### src/rtl/core/hlpsc_pkg.sv
package hlpsc_pkg;

    localparam int unsigned LEN_W      = 32;
    localparam int unsigned CFG_IDX_W  = 8;
    localparam int unsigned CFG_DATA_W = 8;
    localparam int unsigned QUEUE_DEPTH = 4;
    localparam int unsigned QUEUE_PTR_W = $clog2(QUEUE_DEPTH);

    localparam logic [CFG_IDX_W-1:0] CFG_LENGTH_SIZE     = CFG_IDX_W'(0);
    localparam logic [CFG_IDX_W-1:0] CFG_DROP_PARAM_SETS = CFG_IDX_W'(1);

    localparam logic [2:0] LENGTH_SIZE_RESET = 3'd4;
    localparam logic [2:0] LENGTH_SIZE_MIN   = 3'd1;
    localparam logic [2:0] LENGTH_SIZE_MAX   = 3'd4;

    localparam logic [5:0] NAL_VPS = 6'd32;
    localparam logic [5:0] NAL_SPS = 6'd33;
    localparam logic [5:0] NAL_PPS = 6'd34;
    localparam logic [5:0] NAL_AUD = 6'd35;

    localparam logic [7:0] SC_ZERO = 8'h00;
    localparam logic [7:0] SC_ONE  = 8'h01;

    typedef enum logic [1:0] {
        PH_PREFIX = 2'd0,
        PH_FIRST  = 2'd1,
        PH_BODY   = 2'd2
    } phase_t;

    typedef enum logic [1:0] {
        ST_OK       = 2'd0,
        ST_TRUNC    = 2'd1,
        ST_PAST_END = 2'd2
    } status_t;

    // position inside the results of one command
    localparam logic [2:0] POS_SC0  = 3'd0;
    localparam logic [2:0] POS_SC3  = 3'd3;
    localparam logic [2:0] POS_BYTE = 3'd4;
    localparam logic [2:0] POS_MARK = 3'd5;

    typedef struct packed {
        logic       start_code;
        logic       byte_en;
        logic [7:0] data;
        logic       marker;
        status_t    status;
    } cmd_t;

endpackage

### src/rtl/core/hevc_length_prefix_to_start_code.sv
// channel  direction  handshake                  payload
// s_axis   in         s_axis_tvalid/tready       tdata[7:0] data_byte, tlast sample_end
// m_axis   out        m_axis_tvalid/tready       tdata[7:0] out_byte, tlast last,
//                                                tuser[0] is_marker, tuser[2:1] status
// cfg      in         cfg_valid/cfg_ready        cfg_index, cfg_data
//
// one input byte per cycle; results leave one per cycle from a registered output
// a nal start expands to four start-code results, stalling input once the
// four-entry command queue fills; end-of-sample adds one marker result
// reset (aresetn low, synchronous) clears the parser, queue and output valid
// input and output stall independently through the command queue
module hevc_length_prefix_to_start_code (
    input  logic                             aclk,
    input  logic                             aresetn,
    input  logic                             s_axis_tvalid,
    output logic                             s_axis_tready,
    input  logic [7:0]                       s_axis_tdata,  // data_byte
    input  logic                             s_axis_tlast,  // sample_end
    output logic                             m_axis_tvalid,
    input  logic                             m_axis_tready,
    output logic [7:0]                       m_axis_tdata,  // out_byte
    output logic [2:0]                       m_axis_tuser,  // is_marker, status[1:0]
    output logic                             m_axis_tlast,  // last
    input  logic                             cfg_valid,
    output logic                             cfg_ready,
    input  logic [hlpsc_pkg::CFG_IDX_W-1:0]  cfg_index,
    input  logic [hlpsc_pkg::CFG_DATA_W-1:0] cfg_data
);
    import hlpsc_pkg::*;

    logic push, pop, queue_full, queue_empty;
    cmd_t push_cmd, head;
    logic       out_marker;
    logic [1:0] out_status;

    hlpsc_front u_front (
        .aclk       (aclk),
        .aresetn    (aresetn),
        .cfg_valid  (cfg_valid),
        .cfg_ready  (cfg_ready),
        .cfg_index  (cfg_index),
        .cfg_data   (cfg_data),
        .in_valid   (s_axis_tvalid),
        .in_ready   (s_axis_tready),
        .in_byte    (s_axis_tdata),
        .in_end     (s_axis_tlast),
        .push       (push),
        .push_cmd   (push_cmd),
        .queue_full (queue_full)
    );

    hlpsc_queue u_queue (
        .aclk     (aclk),
        .aresetn  (aresetn),
        .push     (push),
        .push_cmd (push_cmd),
        .full     (queue_full),
        .pop      (pop),
        .head     (head),
        .empty    (queue_empty)
    );

    hlpsc_back u_back (
        .aclk       (aclk),
        .aresetn    (aresetn),
        .head       (head),
        .empty      (queue_empty),
        .pop        (pop),
        .out_valid  (m_axis_tvalid),
        .out_ready  (m_axis_tready),
        .out_byte   (m_axis_tdata),
        .out_marker (out_marker),
        .out_status (out_status),
        .out_last   (m_axis_tlast)
    );

    assign m_axis_tuser = {out_status, out_marker};

endmodule

### src/rtl/core/hlpsc_front.sv
module hlpsc_front (
    input  logic                               aclk,
    input  logic                               aresetn,
    input  logic                               cfg_valid,
    output logic                               cfg_ready,
    input  logic [hlpsc_pkg::CFG_IDX_W-1:0]    cfg_index,
    input  logic [hlpsc_pkg::CFG_DATA_W-1:0]   cfg_data,
    input  logic                               in_valid,
    output logic                               in_ready,
    input  logic [7:0]                         in_byte,
    input  logic                               in_end,
    output logic                               push,
    output hlpsc_pkg::cmd_t                    push_cmd,
    input  logic                               queue_full
);
    import hlpsc_pkg::*;

    logic [2:0]       length_size_reg;
    logic             drop_param_sets_reg;
    phase_t           phase_reg, phase_next;
    logic [1:0]       prefix_count_reg, prefix_count_next;
    logic [LEN_W-1:0] remaining_len_reg, remaining_len_next;
    logic             dropping_reg, dropping_next;

    logic             accept;
    logic [2:0]       eff_size;
    logic [1:0]       pc_inc;
    logic             complete;
    logic [LEN_W-1:0] shifted;
    logic             shifted_nz;
    logic [5:0]       unit_kind;
    logic             drop_now;
    logic             body_done;
    logic             in_body;

    assign cfg_ready = 1'b1;
    assign in_ready  = !queue_full;
    assign accept    = in_valid && !queue_full;

    always_ff @(posedge aclk) begin
        if (!aresetn) begin
            length_size_reg     <= LENGTH_SIZE_RESET;
            drop_param_sets_reg <= 1'b0;
        end else if (cfg_valid) begin
            if (cfg_index == CFG_LENGTH_SIZE) begin
                length_size_reg <= cfg_data[2:0];
            end else if (cfg_index == CFG_DROP_PARAM_SETS) begin
                drop_param_sets_reg <= cfg_data[0];
            end
        end
    end

    always_comb begin
        if (length_size_reg < LENGTH_SIZE_MIN) begin
            eff_size = LENGTH_SIZE_MIN;
        end else if (length_size_reg > LENGTH_SIZE_MAX) begin
            eff_size = LENGTH_SIZE_MAX;
        end else begin
            eff_size = length_size_reg;
        end
    end

    assign pc_inc     = prefix_count_reg + 2'd1;
    assign complete   = (pc_inc == 2'd0) || ({1'b0, pc_inc} >= eff_size);
    assign shifted    = {remaining_len_reg[LEN_W-9:0], in_byte};
    assign shifted_nz = (shifted != '0);
    assign unit_kind  = in_byte[6:1];
    assign in_body    = (phase_reg == PH_FIRST) || (phase_reg == PH_BODY);
    assign body_done  = (remaining_len_reg == LEN_W'(1));

    always_comb begin
        if (phase_reg == PH_FIRST) begin
            drop_now = (unit_kind == NAL_AUD) ||
                       (drop_param_sets_reg &&
                        ((unit_kind == NAL_VPS) || (unit_kind == NAL_SPS) ||
                         (unit_kind == NAL_PPS)));
        end else begin
            drop_now = dropping_reg;
        end
    end

    // next state
    always_comb begin
        phase_next         = phase_reg;
        prefix_count_next  = prefix_count_reg;
        remaining_len_next = remaining_len_reg;
        dropping_next      = dropping_reg;
        unique case (phase_reg) inside
            PH_FIRST, PH_BODY: begin
                remaining_len_next = remaining_len_reg - LEN_W'(1);
                phase_next         = body_done ? PH_PREFIX : PH_BODY;
                dropping_next      = body_done ? 1'b0 : drop_now;
            end
            default: begin
                remaining_len_next = shifted;
                prefix_count_next  = complete ? 2'd0 : pc_inc;
                phase_next         = (complete && shifted_nz) ? PH_FIRST : PH_PREFIX;
            end
        endcase
        if (in_end) begin
            phase_next         = PH_PREFIX;
            prefix_count_next  = 2'd0;
            remaining_len_next = '0;
            dropping_next      = 1'b0;
        end
    end

    // command for the back end
    always_comb begin
        push_cmd.data   = in_byte;
        push_cmd.marker = in_end;
        unique case (phase_reg) inside
            PH_FIRST, PH_BODY: begin
                push_cmd.start_code = (phase_reg == PH_FIRST) && !drop_now;
                push_cmd.byte_en    = !drop_now;
                push_cmd.status     = body_done ? ST_OK : ST_PAST_END;
            end
            default: begin
                push_cmd.start_code = 1'b0;
                push_cmd.byte_en    = 1'b0;
                if (complete) begin
                    push_cmd.status = shifted_nz ? ST_PAST_END : ST_OK;
                end else begin
                    push_cmd.status = ST_TRUNC;
                end
            end
        endcase
    end

    assign push = accept && (in_end || (in_body && !drop_now));

    always_ff @(posedge aclk) begin
        if (!aresetn) begin
            phase_reg         <= PH_PREFIX;
            prefix_count_reg  <= 2'd0;
            remaining_len_reg <= '0;
            dropping_reg      <= 1'b0;
        end else if (accept) begin
            phase_reg         <= phase_next;
            prefix_count_reg  <= prefix_count_next;
            remaining_len_reg <= remaining_len_next;
            dropping_reg      <= dropping_next;
        end
    end

endmodule

### src/rtl/core/hlpsc_queue.sv
module hlpsc_queue (
    input  logic            aclk,
    input  logic            aresetn,
    input  logic            push,
    input  hlpsc_pkg::cmd_t push_cmd,
    output logic            full,
    input  logic            pop,
    output hlpsc_pkg::cmd_t head,
    output logic            empty
);
    import hlpsc_pkg::*;

    cmd_t                   entry_reg [QUEUE_DEPTH];
    logic [QUEUE_PTR_W-1:0] wr_ptr_reg, rd_ptr_reg;
    logic [QUEUE_PTR_W:0]   count_reg, count_next;
    logic                   do_push, do_pop;

    assign full    = (count_reg == (QUEUE_PTR_W+1)'(QUEUE_DEPTH));
    assign empty   = (count_reg == '0);
    assign do_push = push && !full;
    assign do_pop  = pop && !empty;
    assign head    = entry_reg[rd_ptr_reg];

    always_comb begin
        count_next = count_reg;
        if (do_push && !do_pop) begin
            count_next = count_reg + (QUEUE_PTR_W+1)'(1);
        end else if (do_pop && !do_push) begin
            count_next = count_reg - (QUEUE_PTR_W+1)'(1);
        end
    end

    always_ff @(posedge aclk) begin
        if (do_push) begin
            entry_reg[wr_ptr_reg] <= push_cmd;
        end
    end

    always_ff @(posedge aclk) begin
        if (!aresetn) begin
            wr_ptr_reg <= '0;
            rd_ptr_reg <= '0;
            count_reg  <= '0;
        end else begin
            if (do_push) begin
                wr_ptr_reg <= wr_ptr_reg + QUEUE_PTR_W'(1);
            end
            if (do_pop) begin
                rd_ptr_reg <= rd_ptr_reg + QUEUE_PTR_W'(1);
            end
            count_reg <= count_next;
        end
    end

endmodule

### src/rtl/core/hlpsc_back.sv
module hlpsc_back (
    input  logic            aclk,
    input  logic            aresetn,
    input  hlpsc_pkg::cmd_t head,
    input  logic            empty,
    output logic            pop,
    output logic            out_valid,
    input  logic            out_ready,
    output logic [7:0]      out_byte,
    output logic            out_marker,
    output logic [1:0]      out_status,
    output logic            out_last
);
    import hlpsc_pkg::*;

    logic       mid_reg;
    logic [2:0] pos_reg;
    logic       valid_reg;
    logic [7:0] byte_reg;
    logic       marker_reg;
    status_t    status_reg;
    logic       last_reg;

    logic [2:0] start_pos, cur_pos, next_pos;
    logic       done;
    logic       load;
    logic [7:0] res_byte;
    logic       res_marker;
    status_t    res_status;

    assign load = !empty && (!valid_reg || out_ready);
    assign pop  = load && done;

    always_comb begin
        if (head.start_code) begin
            start_pos = POS_SC0;
        end else if (head.byte_en) begin
            start_pos = POS_BYTE;
        end else begin
            start_pos = POS_MARK;
        end
    end

    assign cur_pos = mid_reg ? pos_reg : start_pos;

    always_comb begin
        next_pos   = POS_MARK;
        done       = 1'b0;
        res_byte   = SC_ZERO;
        res_marker = 1'b0;
        res_status = ST_OK;
        if (cur_pos < POS_SC3) begin
            next_pos = cur_pos + 3'd1;
        end else if (cur_pos == POS_SC3) begin
            res_byte = SC_ONE;
            if (head.byte_en) begin
                next_pos = POS_BYTE;
            end else if (head.marker) begin
                next_pos = POS_MARK;
            end else begin
                done = 1'b1;
            end
        end else if (cur_pos == POS_BYTE) begin
            res_byte = head.data;
            if (head.marker) begin
                next_pos = POS_MARK;
            end else begin
                done = 1'b1;
            end
        end else begin
            res_marker = 1'b1;
            res_status = head.status;
            done       = 1'b1;
        end
    end

    always_ff @(posedge aclk) begin
        if (!aresetn) begin
            mid_reg   <= 1'b0;
            pos_reg   <= POS_SC0;
            valid_reg <= 1'b0;
        end else begin
            if (load) begin
                valid_reg <= 1'b1;
                mid_reg   <= !done;
                pos_reg   <= next_pos;
            end else if (out_ready) begin
                valid_reg <= 1'b0;
            end
        end
    end

    always_ff @(posedge aclk) begin
        if (load) begin
            byte_reg   <= res_byte;
            marker_reg <= res_marker;
            status_reg <= res_status;
            last_reg   <= done;
        end
    end

    assign out_valid  = valid_reg;
    assign out_byte   = byte_reg;
    assign out_marker = marker_reg;
    assign out_status = status_reg;
    assign out_last   = last_reg;

endmodule
### config.mk
export PLATFORM = sky130hd
export DESIGN_NAME = hevc_length_prefix_to_start_code
export DESIGN_NICKNAME = d
export VERILOG_FILES = /design/src/rtl/core/hlpsc_pkg.sv /design/src/rtl/core/hevc_length_prefix_to_start_code.sv /design/src/rtl/core/hlpsc_front.sv /design/src/rtl/core/hlpsc_queue.sv /design/src/rtl/core/hlpsc_back.sv
export SDC_FILE = /design/constraint.sdc
export NUM_CORES = 1
export LEC_CHECK = 0
export CORE_ASPECT_RATIO = 1.75
export CORE_MARGIN = 4
export CORE_UTILIZATION = 45
export DETAILED_ROUTE_END_ITERATION = 8
export DONT_BUFFER_PORTS = 1
export SLEW_MARGIN = 20
export SYNTH_ARGS = -nofsm -noshare
export SYNTH_HDL_FRONTEND = slang
export SYNTH_SLANG_ARGS = --single-unit
### constraint.sdc
create_clock -name aclk -period 9.4 [get_ports aclk]
set_clock_uncertainty 0.1 [all_clocks]
set_input_delay 2.35 -clock aclk [delete_from_list [all_inputs] [get_ports aclk]]
set_output_delay 2.35 -clock aclk [all_outputs]
set_load 0.05 [all_outputs]
# After elaboration in Yosys (flattened, before gate mapping)
# Memory sizes are Yosys's and may differ from the RTL's. A register that Yosys moved wholly into a read port is not among the register bits.
# Index checks and enable logic that the tools add are counted.
# totals
ff_bits	65
latchBits	0
ram_bits	52
mem_bits_ro	0
in_bits	30
wordCells	124
n_memories	1
# memory_table
memory	depth	word_bits	read_ports	rd_ports_with_merged_regs	write_ports	line_no	source
u_queue.entry_reg	4	13	1	1	1	hlpsc_queue.sv:13	cmd_t entry_reg [QUEUE_DEPTH];
# op_classes
addsub	7
n_mul	0
div_mod_pow	0
n_lt_le_gt_ge	4
eq_ne	12
shift	0
muxes	40
n_bitwise	2
n_reduce_logical	41
# ops
op	count
$mux 32	2
$eq 32x1->1 const B	1
$reduce_bool 32->1	1
$sub 32x1->32 const B	1
$eq 6x6->1 const B	4
$mux 2	12
$mux 3	7
$mux 1	19
$logic_and 1x1->1	12
$eq 8x1->1 const B	1
$logic_not 8->1	1
$logic_not 1->1	7
$logic_or 1x1->1	7
$add 2x1->2 const B	3
$add 3x1->3 const B	2
$eq 3x3->1 const B	2
$reduce_and 2->1	3
$reduce_bool 2->1	3
$reduce_or 3->1	2
$reduce_or 2->1	2
$eq 3x2->1 const B	1
$ge 2x3->1	1
$gt 3x3->1 const B	1
$logic_not 3->1	1
9 further kinds	10

# Longest topological paths before layout
# logic_depth
ltp_word	15
mapped_depth	14
mapped_depth_nobuf	13

# By module
# Synthesis repeated with hierarchy kept, for this count alone.
# hier_totals
cells_unflattened	542
area_unflattened_um2	5947.0
# by_module_without_submodules
mod	instances	cells_each	area_each_um2	seq_area_each_um2
hlpsc_front	1	355	2755.1	820.8
hlpsc_queue	1	115	2359.8	1741.7
hlpsc_back	1	71	824.5	460.4
hevc_length_prefix_to_start_code	1	1	7.5	0.0

# Worst setup path after synthesis
# No wires, ideal clock.
# synth_path
path_type	input -> register
from	input s_axis_tdata[2]
to	register u_queue.count_reg[2]
setup_time_ns	0.071
t_arrival_ns	4.530
t_required_ns	9.229
setup_slack_ns	4.700
path_stages	10
cell_sequence	a21o_1 a311oi_1 o21a_1 clkbuf_1 ha_1 inv_1 fa_1 xor2_1 or3_1 a21oi_1
# synth_between
elab_chain_cells	14
# synth_lines
item	line_no	source
from (decl)	hevc_length_prefix_to_start_code.sv:17	input logic [7:0] s_axis_tdata,
$eq 6x6->1	hlpsc_front.sv:75	((unit_kind == NAL_VPS) || (unit_kind == NAL_SPS) ||
$logic_or 1x1->1 (2 in series)	hlpsc_front.sv:75	
$logic_and 1x1->1	hlpsc_front.sv:74	(drop_param_sets_reg &&
$logic_or 1x1->1 (*)	hlpsc_front.sv:73	drop_now = (unit_kind == NAL_AUD) ||
$mux 1 (*)	hlpsc_front.sv:72	if (phase_reg == PH_FIRST) begin
$logic_not 1->1 (*)	hlpsc_front.sv:130	assign push = accept && (in_end || (in_body && !drop_now));
$logic_and 1x1->1 (*)	hlpsc_front.sv:130	
$logic_or 1x1->1 (*)	hlpsc_front.sv:130	
$logic_and 1x1->1 (*)	hlpsc_front.sv:130	
$logic_and 1x1->1 (*)	hlpsc_queue.sv:20	assign do_push = push && !full;
via u_queue.do_push	hlpsc_queue.sv:16	logic do_push, do_pop;
$logic_not 1->1	hlpsc_queue.sv:28	end else if (do_pop && !do_push) begin
$logic_and 1x1->1	hlpsc_queue.sv:28	
$reduce_bool 2->1 (no source line)	--	
to (signal assigned)	hlpsc_queue.sv:51	count_reg <= count_next;
to (decl)	hlpsc_queue.sv:15	logic [QUEUE_PTR_W:0] count_reg, count_next;
# The timed path passes the listed nets; every way through them passes the cells marked *.
# A chain may end at the register's enable or synchronous reset.

# Final worst setup path
# layout_path
from	input s_axis_tdata[2]
to	register u_queue.count_reg[2]
# layout_between
elab_chain_cells	14
# layout_lines
item	line_no
$eq 6x6->1	hlpsc_front.sv:75
$logic_or 1x1->1 (2 in series)	hlpsc_front.sv:75
$logic_and 1x1->1	hlpsc_front.sv:74
$logic_or 1x1->1 (*)	hlpsc_front.sv:73
$mux 1 (*)	hlpsc_front.sv:72
$logic_not 1->1 (*)	hlpsc_front.sv:130
$logic_and 1x1->1 (*)	hlpsc_front.sv:130
$logic_or 1x1->1 (*)	hlpsc_front.sv:130
$logic_and 1x1->1 (*)	hlpsc_front.sv:130
$logic_and 1x1->1 (*)	hlpsc_queue.sv:20
$logic_not 1->1	hlpsc_queue.sv:28
$logic_and 1x1->1	hlpsc_queue.sv:28
$reduce_bool 2->1 (no source line)	--
# Mark *: on every way between the ends. The rest lies on a longest branch, timed or not.

==> metrics.md <==
| Metric | Value |
|---|---|
| Later-pin clock latency in the skew report | `410 ps` |
| TNS Setup | `0 ps` |
| Met2 routed WL | `7.83 mm` |
| Clk root buf | `clkbuf_16` |
| WP data required | `9630 ps` |
| Pwr Density | `284 mW/mm²` |
| Largest net degree at the start of global routing | `37` |
| Met1 wire length | `5.06 mm` |
| CTS Buf Count | `17` |
| I/O Pins | `45` |
| Layout cells sized above 1 | `0.112` |
| Row count | `54` |
| Vias per cell | `~6.0` |
| Clock Pin Slew Worst Setup and Hold Paths | `50 ps` |
| Vias in the first global route | `4,464` |
| Logic pwr share | `0.210` |
| Routed Wire Length | `14.2 mm` |
| Initial antenna violation count | `0` |
| Post-synth top cells | `64 x edfxtp_1, 55 x dfxtp_1, 43 x nand2_1` |
| Slew margin rel. | `0.279` |
| Count of pins over their slew limit | `0` |
| Max Root-Sink Buffers | `2` |
| CP arrival | `4860 ps` |
| Overall power | `1.85 mW` |
| Critical path peak fanout | `8` |
| Critical path type | `input port to flop` |
| Max reg flops | `52` |
| Critical-path cell list | `a21o_1, a311oi_1, o21a_1, ha_1, inv_1, fa_1, xor2_1, or3_1, a21oi_1` |
| Yosys cell types | `65` |
| CORE AREA | `0.0125 mm²` |
| Net Sw Power | `0.620 mW` |
| Met3 WL | `726 µm` |
| HPWL after DPL | `9.92 mm` |
| Asr flop ratio synth | `0` |
| Lkg Pwr | `2.32 nW` |
| Area growth from synthesis to layout | `12.7%` |
| Chip width | `93.7 µm` |
| 1st-iter DRT viols | `249` |
| CP Launch Type | `input port` |
| Area contributors post-synth | `edfxtp_1 33%, dfxtp_1 19%, mux4_2 4.7%` |
| Final-report setup violation count | `0` |
| Yosys reg bits | `119` |
| Seq/Total Area, Yosys | `0.523` |
| Setup crit end kind | `flop` |
| Cell internal pwr | `1.23 mW` |
| Worst Setup SP | `s_axis_tdata[2]` |
| Mapped Nets | `586` |
| VDD IR-drop max | `128 µV` |
| Nets | `579` |
| R2R depth | `13` |
| Post-CTS setup buffer count | `0` |
| Fmax | `around 220 MHz` |
| EDFF count, synth | `64` |
| CTS Hold Bufs | `0` |
| Hold WS | `about 360 ps` |
| CTS tree | `done` |
| Initial Util | `0.462` |
| Worst r2r dst | `u_queue.count_reg[2]` |
| Synth warn | `0` |
| Clock Power Share | `0.362` |
| Synth top area share | `0.333` |
| Post-DR wirelength/cell | `19.9 µm` |
| Antenna Cells | `0` |
| Non-Filler Instances | `715` |
| Dpl cells | `slightly below 700` |
| Drt pass-1 iters | `5` |
| Tcrit/Tclk final | `0.493` |
| Share of power burned in registers | `0.428` |
| Synthesized instance count | `541` |
| Die footprint | `0.0148 mm²` |
| Syn Area/Cell | `10.7 µm²` |
| Critical Path Sink | `u_queue.count_reg[2]` |
| Synth area leader | `edfxtp_1` |
| Crit path largest cell delay | `670 ps` |
| Post-CTS sizing | `0` |
| Hold/Removal Path Class | `flop to flop` |
| CP max-delay cell | `a311oi_1` |
| Htree depth | `4` |
| Clk sinks | `119` |
| Die H | `158 µm` |
| Final worst path period need | `4630 ps` |
| Slew of the pin with the lowest slew margin | `1080 ps` |
| GRT Util Overall | `0.203` |
| Max Cap Violations | `0` |
| Final Wtd Congestion | `0.899` |
| Most common flop cell mapped by yosys | `edfxtp_1` |
| DRC Markers | `0` |
| Antenna viol nets, final | `0` |
| First-pass GRT wire length | `22.8 mm` |
| Count leader, synth | `edfxtp_1` |
| Buffers on Ports | `0` |
| R2R Setup Slk | `roughly 5400 ps` |
| Grt total ovfl | `0` |
| Hold Violations, Final | `0` |
| Post-Syn Area | `0.00578 mm²` |
| Outcome | `complete, no violations` |
| Net Sw Frac | `0.335` |
| Vias post-DR | `4,310` |
| RSZ-0062 raised after global routing | `no` |
| Max layer used | `met4` |
-- layout make-up --
class | instances | area, µm²
sequential | 119 | 3020
inverter | 17 | 63.8
clock inverter | 13 | 178
clock buffer | 19 | 433
multi-input combinational | 373 | 2560
timing repair buffer | 6 | 45.0
tap | 168 | 210
fill | 1093 | 5990
-- cell usage in the layout, fill, tap and decap left out, drive strengths merged, types with 3 or more instances in the layout --
master | Yosys | final
bufinv | 0 | 4
nand3 | 20 | 20
a22o | 3 | 3
o21bai | 3 | 3
nand2 | 43 | 43
and3 | 11 | 11
nor2b | 8 | 8
o22ai | 8 | 8
or4 | 7 | 7
xor2 | 3 | 3
a22oi | 5 | 5
mux4 | 12 | 12
and2 | 10 | 10
buf | 7 | 6
a21boi | 5 | 5
nand2b | 4 | 4
a32oi | 3 | 3
inv | 17 | 19
nor3 | 14 | 14
xnor2 | 5 | 5
o211ai | 3 | 3
nor2 | 38 | 38
a31oi | 6 | 6
o311ai | 3 | 3
o31ai | 6 | 6
o21ai | 27 | 27
clkbuf | 25 | 19
a21o | 4 | 4
or3 | 10 | 10
a21oi | 35 | 35
nor4 | 14 | 14
mux2i | 11 | 11
edfxtp | 64 | 64
clkinv | 0 | 5
dfxtp | 55 | 55
or2 | 4 | 4
a32o | 5 | 5
ha | 14 | 14
-- per-stage QoR --
stage / util / cell area (µm²) / setup WS [ps]
6_report: 0.521 / 6510 / 4770
5_1_grt: 0.521 / 6510 / 4640
4_1_cts: 0.521 / 6510 / 4760
3_5_place_dp: 0.472 / 5900 / 4330
3_3_place_gp: 0.472 / 5900 / 4450
2_1_floorplan: - / 5780 / 4700
-- worst min-delay path by stage --
stage	from	endpoint	slack, ps	cells past startpoint
CTS	u_front.phase_reg[1]	u_front.phase_reg[1]	360	2
floorplan	u_front.phase_reg[1]	u_front.phase_reg[1]	340	2
global placement	u_front.phase_reg[1]	u_front.phase_reg[1]	350	2
finish	u_front.phase_reg[1]	u_front.phase_reg[1]	360	2
detailed placement	u_front.dropping_reg	u_front.dropping_reg	350	2
global route	u_front.phase_reg[1]	u_front.phase_reg[1]	370	2
-- critical path, delay by kind of cell --
family,cells,cell delay [ps]
AO/OA/AOI/OAI,4,1370
XOR/XNOR,1,160
adder cells (fa/ha/maj),2,610
buffers and inverters,1,60
AND/OR/NAND/NOR,1,300
-- power by group through the flow --
stage	sequential [mW]	combinational, mW	clock (mW)
final	0.792	0.389	0.670
after global routing	0.803	0.429	0.705
after CTS	0.796	0.390	0.680
after detailed placement	0.806	0.389	0
after global placement	0.802	0.380	0
after floorplan	0.765	0.333	0
-- cell families (layout without fill, tap and decap cells) --
logic type | Yosys count | count (layout) | share of synthesized area
AND/OR/NAND/NOR | 192 | 192 | 0.175
AO/OA/AOI/OAI | 132 | 132 | 0.151
flip-flops | 119 | 119 | 0.523
buffers and inverters | 49 | 55 | 0.0346
multiplexers | 25 | 25 | 0.0697
adder cells (fa/ha/maj) | 15 | 15 | 0.0338
XOR/XNOR | 8 | 8 | 0.0121
other | 1 | 1 | 0.000649
-- layer usage --
layer,GRT usage,vias to the layer above
met2,0.372,145
met5,0,-
met1,0.203,2089
met4,0.124,0
met3,0.0504,46
li1,-,2030
Power figures use the tool's default switching activity.
